$ cat config.mk
export PLATFORM = sky130hd
export DESIGN_NAME = tile_id_to_atlas_rect_core
export DESIGN_NICKNAME = d
export VERILOG_FILES = /design/src/design/tiar_pkg.sv /design/src/design/tiar_table.sv /design/src/design/tiar_div.sv /design/src/design/tile_id_to_atlas_rect_core.sv
export SDC_FILE = /design/constraint.sdc
export NUM_CORES = 2
export LEC_CHECK = 0
export BUFFER_PORTS_ARGS = -buffer_cell sky130_fd_sc_hd__buf_2
export CORE_MARGIN = 3
export CORE_UTILIZATION = 65
export DETAILED_ROUTE_END_ITERATION = 10
export GPL_TIMING_DRIVEN = 0
export PLACE_DENSITY_LB_ADDON = 0.08
export SLEW_MARGIN = 20
export SYNTH_ARGS = -nofsm -noshare
export SYNTH_HDL_FRONTEND = slang
export SYNTH_SLANG_ARGS = --single-unit
export TNS_END_PERCENT = 20
$ cat constraint.sdc
create_clock -name clk -period 16 [get_ports clk]
set_clock_uncertainty 0.1 [all_clocks]
set_input_delay 1.6 -clock clk [delete_from_list [all_inputs] [get_ports clk]]
set_output_delay 1.6 -clock clk [all_outputs]
set_load 0.05 [all_outputs]
$ cat src/design/tiar_pkg.sv
package tiar_pkg;

  // item kinds carried on the input tuser
  localparam logic OP_LOAD  = 1'b0;
  localparam logic OP_QUERY = 1'b1;

  // field widths
  localparam int ID_W    = 29;
  localparam int COL_W   = 16;
  localparam int CELL_W  = 12;
  localparam int SLOT_W  = 3;
  localparam int TID_W   = 32;
  localparam int RX_W    = 28;
  localparam int RY_W    = 41;
  localparam int IN_W    = 104;
  localparam int OUT_W   = 104;

  // one tileset descriptor
  typedef struct packed {
    logic [ID_W-1:0]   base_id;
    logic [COL_W-1:0]  columns;
    logic [CELL_W-1:0] cell_width;
    logic [CELL_W-1:0] cell_height;
  } tiar_entry_t;

  // read side of the descriptor table
  typedef struct packed {
    logic        valid;
    tiar_entry_t entry;
  } tiar_rd_t;

endpackage

$ cat src/design/tiar_table.sv
module tiar_table #(
  parameter int DEPTH = 8,
  parameter int IDX_W = 3
) (
  input  logic                clk,
  input  logic                rst,
  input  logic                wr_en,
  input  logic [IDX_W-1:0]    wr_addr,
  input  tiar_pkg::tiar_entry_t wr_entry,
  input  logic                rd_en,
  input  logic [IDX_W-1:0]    rd_addr,
  output tiar_pkg::tiar_rd_t  rd
);
  import tiar_pkg::*;

  tiar_entry_t      mem [DEPTH];
  logic [DEPTH-1:0] valid;
  tiar_entry_t      rd_entry;
  logic             rd_valid;

  assign rd = {rd_valid, rd_entry};

  // descriptor store, no reset; registered read
  always_ff @(posedge clk) begin
    if (wr_en) begin
      mem[wr_addr] <= wr_entry;
    end
    if (rd_en) begin
      rd_entry <= mem[rd_addr];
    end
  end

  // valid marks, cleared by reset
  always_ff @(posedge clk) begin
    if (rst) begin
      valid    <= '0;
      rd_valid <= 1'b0;
    end else begin
      if (wr_en) begin
        valid[wr_addr] <= 1'b1;
      end
      if (rd_en) begin
        rd_valid <= valid[rd_addr];
      end
    end
  end

endmodule

$ cat src/design/tiar_div.sv
module tiar_div (
  input  logic                        clk,
  input  logic                        rst,
  input  logic                        start,
  input  logic [tiar_pkg::ID_W-1:0]   dividend,
  input  logic [tiar_pkg::COL_W-1:0]  divisor,
  output logic                        done,
  output logic [tiar_pkg::ID_W-1:0]   quotient,
  output logic [tiar_pkg::COL_W-1:0]  remainder
);
  import tiar_pkg::*;

  localparam int CNT_W = $clog2(ID_W + 1);

  logic             busy;
  logic [CNT_W-1:0] count;
  logic [COL_W-1:0] dsr;
  logic [COL_W:0]   rem_sh;
  logic [COL_W:0]   rem_sub;
  logic             ge;

  // one restoring step: shift in the next dividend bit, try to subtract
  assign rem_sh  = {remainder, quotient[ID_W-1]};
  assign ge      = rem_sh >= {1'b0, dsr};
  assign rem_sub = rem_sh - {1'b0, dsr};

  always_ff @(posedge clk) begin
    if (start) begin
      quotient  <= dividend;
      remainder <= '0;
      dsr       <= divisor;
    end else if (busy) begin
      quotient  <= {quotient[ID_W-2:0], ge};
      remainder <= ge ? rem_sub[COL_W-1:0] : rem_sh[COL_W-1:0];
    end
  end

  // step counter, one quotient bit per cycle
  always_ff @(posedge clk) begin
    if (rst) begin
      busy  <= 1'b0;
      count <= '0;
      done  <= 1'b0;
    end else begin
      done <= 1'b0;
      if (start) begin
        busy  <= 1'b1;
        count <= CNT_W'(ID_W - 1);
      end else if (busy) begin
        if (count == '0) begin
          busy <= 1'b0;
          done <= 1'b1;
        end else begin
          count <= count - 1'b1;
        end
      end
    end
  end

endmodule

$ cat src/design/tile_id_to_atlas_rect_core.sv
// A query scans the table and, when a rectangle is produced, runs a 29-step divide and
// two multiplies before the result is registered. A load gives no beat.
// Throughput: one item at a time; after a query the next beat is taken only once its
// result is registered and the sequencer is back in idle.
// Reset (rst, synchronous) clears every valid mark and the control.
module tile_id_to_atlas_rect_core #(
  parameter int MAX_TILESETS = 8
) (
  input  logic                        clk,
  input  logic                        rst,
  input  logic                        s_axis_tvalid,
  output logic                        s_axis_tready,
  // slot[2:0], base_id[31:3], atlas_columns[47:32], cell_width[59:48],
  // cell_height[71:60], tile_id[103:72]
  input  logic [tiar_pkg::IN_W-1:0]   s_axis_tdata,
  // op[0]
  input  logic                        s_axis_tuser,
  output logic                        m_axis_tvalid,
  input  logic                        m_axis_tready,
  // matched[0], matched_slot[3:1], rect_valid[4], rect_x[32:5], rect_y[73:33],
  // rect_w[85:74], rect_h[97:86], zero[103:98]
  output logic [tiar_pkg::OUT_W-1:0]  m_axis_tdata
);
  import tiar_pkg::*;

  localparam int IDX_W = (MAX_TILESETS > 1) ? $clog2(MAX_TILESETS) : 1;
  localparam int CNT_W = $clog2(MAX_TILESETS + 1);

  localparam logic [2:0] S_IDLE  = 3'd0;
  localparam logic [2:0] S_SCAN  = 3'd1;
  localparam logic [2:0] S_START = 3'd2;
  localparam logic [2:0] S_DIV   = 3'd3;
  localparam logic [2:0] S_MULX  = 3'd4;
  localparam logic [2:0] S_MULY  = 3'd5;
  localparam logic [2:0] S_OUT   = 3'd6;

  logic [2:0]        state;
  logic [CNT_W-1:0]  scan_idx;
  logic              pend;
  logic [ID_W-1:0]   clean;
  logic              found;
  logic [IDX_W-1:0]  best_idx;
  tiar_entry_t       best;
  logic              rect_ok;
  logic [RX_W-1:0]   rx;
  logic [RY_W-1:0]   ry;

  // input beat fields
  logic [SLOT_W-1:0] in_slot;
  tiar_entry_t       in_entry;
  logic [TID_W-1:0]  in_tile_id;
  logic              accept;
  logic              load_ok;

  assign in_slot              = s_axis_tdata[2:0];
  assign in_entry.base_id     = s_axis_tdata[31:3];
  assign in_entry.columns     = s_axis_tdata[47:32];
  assign in_entry.cell_width  = s_axis_tdata[59:48];
  assign in_entry.cell_height = s_axis_tdata[71:60];
  assign in_tile_id           = s_axis_tdata[103:72];

  assign s_axis_tready = (state == S_IDLE);
  assign accept        = s_axis_tvalid && s_axis_tready;
  assign load_ok       = accept && (s_axis_tuser == OP_LOAD) &&
                         (32'(in_slot) < MAX_TILESETS);

  // descriptor table
  logic      rd_en;
  tiar_rd_t  rd;
  assign rd_en = (state == S_SCAN) && (scan_idx < CNT_W'(MAX_TILESETS));

  tiar_table #(
    .DEPTH (MAX_TILESETS),
    .IDX_W (IDX_W)
  ) u_table (
    .clk      (clk),
    .rst      (rst),
    .wr_en    (load_ok),
    .wr_addr  (IDX_W'(in_slot)),
    .wr_entry (in_entry),
    .rd_en    (rd_en),
    .rd_addr  (scan_idx[IDX_W-1:0]),
    .rd
  );

  // divider for local id / columns
  logic             div_start;
  logic             div_done;
  logic [ID_W-1:0]  div_quo;
  logic [COL_W-1:0] div_rem;
  logic             ok_now;

  assign ok_now    = found && (clean != '0) && (best.columns != '0);
  assign div_start = (state == S_START) && ok_now;

  tiar_div u_div (
    .clk       (clk),
    .rst       (rst),
    .start     (div_start),
    .dividend  (clean - best.base_id),
    .divisor   (best.columns),
    .done      (div_done),
    .quotient  (div_quo),
    .remainder (div_rem)
  );

  // one multiplier, shared by x and y
  logic [ID_W-1:0]   mul_a;
  logic [CELL_W-1:0] mul_b;
  logic [RY_W-1:0]   mul_p;
  assign mul_a = (state == S_MULX) ? ID_W'(div_rem) : div_quo;
  assign mul_b = (state == S_MULX) ? best.cell_width : best.cell_height;
  assign mul_p = RY_W'(mul_a) * RY_W'(mul_b);

  // best-match test on the entry just read
  logic hit;
  assign hit = pend && rd.valid && (rd.entry.base_id <= clean) &&
               (!found || (rd.entry.base_id > best.base_id));

  logic out_free;
  assign out_free = !m_axis_tvalid || m_axis_tready;

  // sequencer
  always_ff @(posedge clk) begin
    if (rst) begin
      state    <= S_IDLE;
      scan_idx <= '0;
      pend     <= 1'b0;
      found    <= 1'b0;
      best_idx <= '0;
      rect_ok  <= 1'b0;
    end else begin
      case (state)
        S_IDLE: begin
          if (accept && (s_axis_tuser == OP_QUERY)) begin
            state    <= S_SCAN;
            scan_idx <= '0;
            pend     <= 1'b0;
            found    <= 1'b0;
            best_idx <= '0;
          end
        end
        S_SCAN: begin
          pend <= rd_en;
          if (rd_en) begin
            scan_idx <= scan_idx + 1'b1;
          end
          if (hit) begin
            found    <= 1'b1;
            best_idx <= IDX_W'(scan_idx - 1'b1);
          end
          if (!rd_en && !pend) begin
            state <= S_START;
          end
        end
        S_START: begin
          rect_ok <= ok_now;
          state   <= ok_now ? S_DIV : S_OUT;
        end
        S_DIV: begin
          if (div_done) begin
            state <= S_MULX;
          end
        end
        S_MULX: state <= S_MULY;
        S_MULY: state <= S_OUT;
        S_OUT: begin
          if (out_free) begin
            state <= S_IDLE;
          end
        end
        default: state <= S_IDLE;
      endcase
    end
  end

  // datapath registers
  always_ff @(posedge clk) begin
    if (accept) begin
      clean <= in_tile_id[ID_W-1:0];
    end
    if (hit) begin
      best <= rd.entry;
    end
    if (state == S_START) begin
      rx <= '0;
      ry <= '0;
    end
    if (state == S_MULX) begin
      rx <= mul_p[RX_W-1:0];
    end
    if (state == S_MULY) begin
      ry <= mul_p;
    end
  end

  // output register
  always_ff @(posedge clk) begin
    if (rst) begin
      m_axis_tvalid <= 1'b0;
    end else if ((state == S_OUT) && out_free) begin
      m_axis_tvalid <= 1'b1;
    end else if (m_axis_tready) begin
      m_axis_tvalid <= 1'b0;
    end
  end

  always_ff @(posedge clk) begin
    if ((state == S_OUT) && out_free) begin
      m_axis_tdata <= {6'b0,
                       rect_ok ? best.cell_height : {CELL_W{1'b0}},
                       rect_ok ? best.cell_width  : {CELL_W{1'b0}},
                       ry,
                       rx,
                       rect_ok,
                       found ? SLOT_W'(best_idx) : {SLOT_W{1'b0}},
                       found};
    end
  end

  // checks
  a_div_done_in_div: assert property (@(posedge clk) disable iff (rst)
    div_done |-> (state == S_DIV))
    else $error("divider finished outside the divide step");

  a_div_nonzero: assert property (@(posedge clk) disable iff (rst)
    div_start |-> (best.columns != '0))
    else $error("divider started with zero columns");

  a_rect_needs_match: assert property (@(posedge clk) disable iff (rst)
    (m_axis_tvalid && m_axis_tdata[4]) |-> m_axis_tdata[0])
    else $error("rectangle reported without a match");

  a_nomatch_slot_zero: assert property (@(posedge clk) disable iff (rst)
    (m_axis_tvalid && !m_axis_tdata[0]) |-> (m_axis_tdata[3:1] == '0))
    else $error("slot nonzero without a match");

  a_load_no_beat: assert property (@(posedge clk) disable iff (rst)
    (accept && (s_axis_tuser == OP_LOAD) && !m_axis_tvalid) |=> !m_axis_tvalid)
    else $error("load produced a result beat");

endmodule

# Word-level counts from Yosys, hierarchy flattened
# Memory sizes are Yosys's and may differ from the RTL's. A register that Yosys moved wholly into a read port is not among the register bits.
# Cells that the tools add are included.
[totals]
reg_bits = 356
latch_bits = 0
ramBits = 552
mem_bits_ro = 0
input_bits = 109
output_inout_bits = 106
elab_cells = 133
memories = 1
[memory_table]
columns = ["name", "words", "word_bits", "read_ports", "rd_clocked_by_memory_dff", "wr", "line", "text"]
rows = [
  ["u_table.mem", 8, 69, 1, 1, 1, "tiar_table.sv:16", "tiar_entry_t mem [DEPTH];"],
]
[op_classes]
n_addsub = 5
multipliers = 1
n_div = 0
magnitude_cmp = 7
n_eq_ne = 13
shifts = 0
mux = 40
bitwise = 4
reduce_logical = 36
[op_table]
columns = ["cell", "n"]
rows = [
  ["29-bit two-way mux", 3],
  ["41-bit two-way mux", 2],
  ["28-bit two-way mux", 2],
  ["29-bit by 12-bit multiplier with 41-bit output", 1],
  ["29-bit greater-than comparator", 1],
  ["29-bit <= comparator", 1],
  ["29-bit nonzero test", 1],
  ["29-bit subtractor", 1],
  ["3-bit two-way mux", 7],
  ["3-bit case mux with 7 select lines", 1],
  ["17-bit by 16-bit >= comparator with 1-bit output", 1],
  ["16-bit two-way mux", 1],
  ["16-bit nonzero test", 1],
  ["16-bit subtractor", 1],
  ["5-bit two-way mux", 3],
  ["1-bit logical AND", 13],
  ["1-bit two-way mux", 12],
  ["12-bit two-way mux", 1],
  ["2-bit nonzero test", 5],
  ["3-bit equality test (second input constant)", 3],
  ["3-bit by 4-bit less-than comparator with 1-bit output (second input constant)", 2],
  ["4-bit two-way mux", 2],
  ["2-bit inequality test (second input constant)", 4],
  ["8-bit OR", 1],
  ["other kinds (23)", 36],
]

# Logic depth before layout (Yosys ltp)
[logic_depth]
word_depth = 6
depth_mapped = 28
mapped_depth_nobuf = 25

# By module
# From an unflattened synthesis, not the netlist that was laid out.
[hier_totals]
hier_cells = 3507
hier_area_um2 = 50066.8
[by_module_without_submodules]
columns = ["module", "n_inst", "cells_per_inst", "area_each_um2", "seq_area_each_um2"]
rows = [
  ["tile_id_to_atlas_rect_core", 1, 2274, 23319.9, 8237.9],
  ["tiar_table", 1, 908, 23176.0, 18828.1],
  ["tiar_div", 1, 325, 3570.9, 1811.7],
]

# Worst setup path after synthesis
# OpenSTA, ideal clock, no wires.
[synth_timing]
path_kind = "flip-flop to flip-flop"
start = "register clean[10]"
end = "register best_idx[0]"
setup_time_ps = 124
arrival_ps = 7705
t_required_ps = 15776
setup_slack_ps = 8071
path_stages_with_launch = 12
path_buffers = 0
synth_period_minus_slack_ps = 7929
cell_sequence = "edfxtp_1 > inv_1 > ha_1 > a21o_1 > a21o_1 > a21oi_1 > o21ai_0 > o21ai_0 > o211ai_1 > a211oi_1 > nand2_1 > mux2_2"
[synth_between]
elab_chain_len = 5
[synth_lines]
columns = ["item", "line", "text"]
rows = [
  ["from (decl)", "tile_id_to_atlas_rect_core.sv:40", "logic [ID_W-1:0] clean;"],
  ["from (signal assigned)", "tile_id_to_atlas_rect_core.sv:180", "clean <= in_tile_id[ID_W-1:0];"],
  ["29-bit <= comparator", "tile_id_to_atlas_rect_core.sv:117", "assign hit = pend && rd.valid && (rd.entry.base_id <= clean) &&"],
  ["1-bit logical AND (2 in series)", "tile_id_to_atlas_rect_core.sv:117", ""],
  ["via hit", "tile_id_to_atlas_rect_core.sv:116", "logic hit;"],
  ["2-bit inequality test (no source line)", "-", ""],
  ["3-bit AND reduction (no source line)", "-", ""],
  ["to (signal assigned)", "tile_id_to_atlas_rect_core.sv:150", "best_idx <= IDX_W'(scan_idx - 1'b1);"],
  ["to (decl)", "tile_id_to_atlas_rect_core.sv:42", "logic [IDX_W-1:0] best_idx;"],
]
# The timed path passes the listed nets, and every way through them passes these cells.
# A chain may end at the register's enable or synchronous reset.

# Worst setup path after layout
[layout_timing]
start = "register state[0]"
end = "register ry[38] (data pin)"
[layout_between]
elab_chain_len = 4
elab_cells_between_ends = 6
classes_between = "mul (1); eq/ne (2); mux (3)"
[layout_lines]
columns = ["item", "line", "text"]
rows = [
  ["from (decl)", "tile_id_to_atlas_rect_core.sv:37", "logic [2:0] state;"],
  ["from (signal assigned)", "tile_id_to_atlas_rect_core.sv:158", "state <= ok_now ? S_DIV : S_OUT;"],
  ["3-bit equality test", "tile_id_to_atlas_rect_core.sv:111, tile_id_to_atlas_rect_core.sv:112", ""],
  ["29-bit two-way mux or 12-bit two-way mux (tied branches)", "tile_id_to_atlas_rect_core.sv:111, tile_id_to_atlas_rect_core.sv:112", ""],
  ["29-bit by 12-bit multiplier with 41-bit output", "tile_id_to_atlas_rect_core.sv:113", "assign mul_p = RY_W'(mul_a) * RY_W'(mul_b);"],
  ["41-bit two-way mux *", "tile_id_to_atlas_rect_core.sv:192", "if (state == S_MULY) begin"],
  ["to (signal assigned)", "tile_id_to_atlas_rect_core.sv:193", "ry <= mul_p;"],
  ["to (decl)", "tile_id_to_atlas_rect_core.sv:46", "logic [RY_W-1:0] ry;"],
]
# Every way passes the cells marked *; elsewhere a longest branch is shown, timed or not.

==> results.py <==
metrics = {
    "logic_synthesis": {
        "synth_edf_count": 931,
        "ys_seq_elements": 977,
        "ys_warn_count": 0,
        "syn_inst": 3468,
        "synth_ff_type": "edfxtp_1",
        "async_flop_share_pct": 0,
        "synth_area_sq_mm": 0.0496,
        "seq_area_frac_synth_pct": 58.3,
        "synth.avg_cell_area_sq_um": 14.3,
        "synthDistinctLibCells": 67,
    },
    "setup_path": {
        "crit_path_cell_trace": "clkbuf_1 -> nor2_1 -> nand2_1 -> clkbuf_1 -> buf_1 -> clkbuf_1 -> and3_1 -> fa_1 -> fa_1 -> fa_1 -> fa_1 -> inv_1 -> fa_1 -> inv_1 -> ha_1 -> inv_1 -> or4_1 -> nor2_1 -> o2111ai_1 -> a211oi_2 -> o21ai_1 -> a21boi_1 -> o21a_1 -> nor3_1",
        "path_class": "flop to flop",
        "crit_fanout": 10,
        "path_common_cell": "fa_1",
        "cp_data_required_time_ns": 16.28,
        "crit_family": "adder cells",
        "critPathSlowestCell": "clkbuf_1",
        "endpoint_kind": "flop",
        "path_buf_inv": 7,
        "start_kind": "flop",
        "max_stage_delay_ns": 0.67,
        "arrival_ns": 8.62,
    },
    "detailed_routing": {
        "met1_length_mm": 45.9,
        "wl_per_cell_microns": 24.7,
        "ant_nets": 0,
        "totalWireLength_mm": 120,
        "wl_met2_mm": 60.8,
        "drc": 0,
        "first_pass_iters": 6,
        "post_drt_via_cell_ratio": 6.11,
        "routed-via-count": 29900,
        "drt_iter0_drc": 2884,
        "wl_met3_mm": 8.65,
        "top_layer": "met5",
    },
    "grt": {
        "grt_usage_pct": 31.1,
        "antenna_found_initial": 13,
        "grt_max_degree": 33,
        "grt_first_pass_wirelength_mm": 185,
        "grt_pass1_vias": 31300,
        "overflow": 0,
    },
    "clock_network": {
        "ctsRootBufferMaster": "clkbuf_16",
        "clockBufferDepth": 3,
        "cts_num_sinks": 977,
        "numCtsBuffers": 95,
        "cts_resized": 0,
        "clk_pin_slew_ns": 0.05,
        "htreeDepth": 3,
        "worst_skew_pair.late_latency_ns": 0.67,
        "cts_hold_buf": 0,
        "cts_setup_buffers": 0,
        "cts_tree": "built",
    },
    "power_and_ir_drop": {
        "power_mw": 8.40,
        "p_per_area_mw_per_mm2": 150,
        "leakage_nw": 21.7,
        "ir_drop_mv": 0.161,
    },
    "sta": {
        "finalSetupViolations": 0,
        "finalWorstSetupSlack_ns": 7.66,
        "rsz0062_at_grt": "no",
        "hold_viol": 0,
        "setup-tns-final_ns": 0,
        "slew_viol_final": 0,
        "slew_headroom_pct": 31.0,
        "worstMarginPinSlew_ns": 1.03,
        "period_share_pct": 52.1,
        "whs_ns": 0.316,
        "fmaxAchievable_mhz": 120,
        "finalCriticalPeriod_ns": 8.34,
    },
    "floorplanning": {
        "die_y_microns": 282,
        "placementRows": 100,
        "io_pins": 215,
        "core_area_sq_mm": 0.0749,
        "dieArea_sq_mm": 0.0796,
        "dieWidth_microns": 282,
        "start_util_pct": 66.1,
    },
    "status": {
        "outcome": "complete, no violations",
    },
    "place": {
        "place_hpwl_mm": 85.4,
        "dpl_worst_slack_ns": 7.72,
        "placed_area_sq_mm": 0.0528,
        "port_buffers": 205,
        "gp_congestion": 0.950,
        "dp_cells": 4700,
    },
    "cells_and_area": {
        "fin_area_sq_mm": 0.0560,
        "fillers": 4515,
        "final_layout_size_suffix_gt1_share_pct": 16.6,
        "instances_no_fill": 4882,
        "fin_util_pct": 74.7,
        "area_growth_pct": 12.9,
        "fin_nets": 4393,
    },
    "min_path": {
        "min_path_type": "flop to flop",
    },
    "flow_run": {
        "drv_cap": 0,
    },
}
## layout by cell type, fill, tap and decap left out, types with 76 or more instances in the layout
cell / count
clkbuf_1: 122
edfxtp_1: 931
mux4_2: 140
buf_2: 212
ha_1: 184
fa_1: 272
nand2_1: 395
o21ai_0: 76
nor2_1: 192
clkbuf_16: 98
inv_1: 388
a21oi_1: 94
## cell families (layout without fill, tap and decap cells)
family                   count (synthesis)  after routing  synth area share, %
flip-flops                             977            977                 58.3
AND/OR/NAND/NOR                        851            851                 7.68
buffers and inverters                  521            951                 4.01
adder cells (fa/ha/maj)                456            456                 15.6
AO/OA/AOI/OAI                          339            339                 4.33
multiplexers                           249            249                 8.75
XOR/XNOR                                74             74                 1.31
other                                    1             16              0.00757
## state kept, by name, summed over array words and instances (netlist names), 3 cells and up
name and cells:
u_table.rd 69, u_table.mem 552, u_table.valid 8, best_idx 3, best 69, m_axis_tdata 98, state 3, scan_idx 4
u_div.count 5, rx 28, u_div.remainder 16, ry 41, u_div.quotient 29, u_div.dsr 16, clean 29
## cell usage after synthesis, types with 74 or more instances
| cell | count | area (sq um) |
|---|---|---|
| a21oi_1 | 94 | 470 |
| mux4_2 | 140 | 3150 |
| inv_1 | 389 | 1460 |
| clkbuf_1 | 101 | 379 |
| nor2_1 | 201 | 754 |
| o21ai_0 | 76 | 380 |
| mux2_2 | 74 | 833 |
| edfxtp_1 | 931 | 28000 |
| fa_1 | 272 | 5450 |
| nand2_1 | 396 | 1490 |
| ha_1 | 184 | 2300 |
## layer usage
layer | track usage (%) | vias up
met4 | 13.6 | 8
met1 | 40.1 | 15000
met5 | 0 | -
li1 | - | 13100
met3 | 5.07 | 288
met2 | 52.9 | 1459
## power breakdown
group | internal (mW) | switching, mW
clock network | 1.28 | 0.969
registers | 2.94 | 0.0757
logic | 1.27 | 1.86
## final cells by class
class / instances / area [sq um] / area share [%]
inverter: 389 / 1460 / 2.61
multi-input combinational: 1975 / 18800 / 33.6
clock inverter: 53 / 621 / 1.11
sequential: 977 / 28900 / 51.6
tap: 969 / 1210 / 2.17
buffer: 132 / 532 / 0.950
antenna: 10 / 25.0 / 0.0447
timing repair buffer: 258 / 1890 / 3.38
clock buffer: 119 / 2530 / 4.52
## worst paths after layout
path | start | to | slack [ns] | depth (start not counted)
setup reg to reg | state[0] | ry[38] | 7.66 | 24
hold reg to reg | ry[28] | m_axis_tdata[61] | 0.32 | 0
hold / removal | ry[28] | m_axis_tdata[61] | 0.32 | 0
setup / recovery | state[0] | ry[38] | 7.66 | 24
Power figures use the tool's default switching activity.
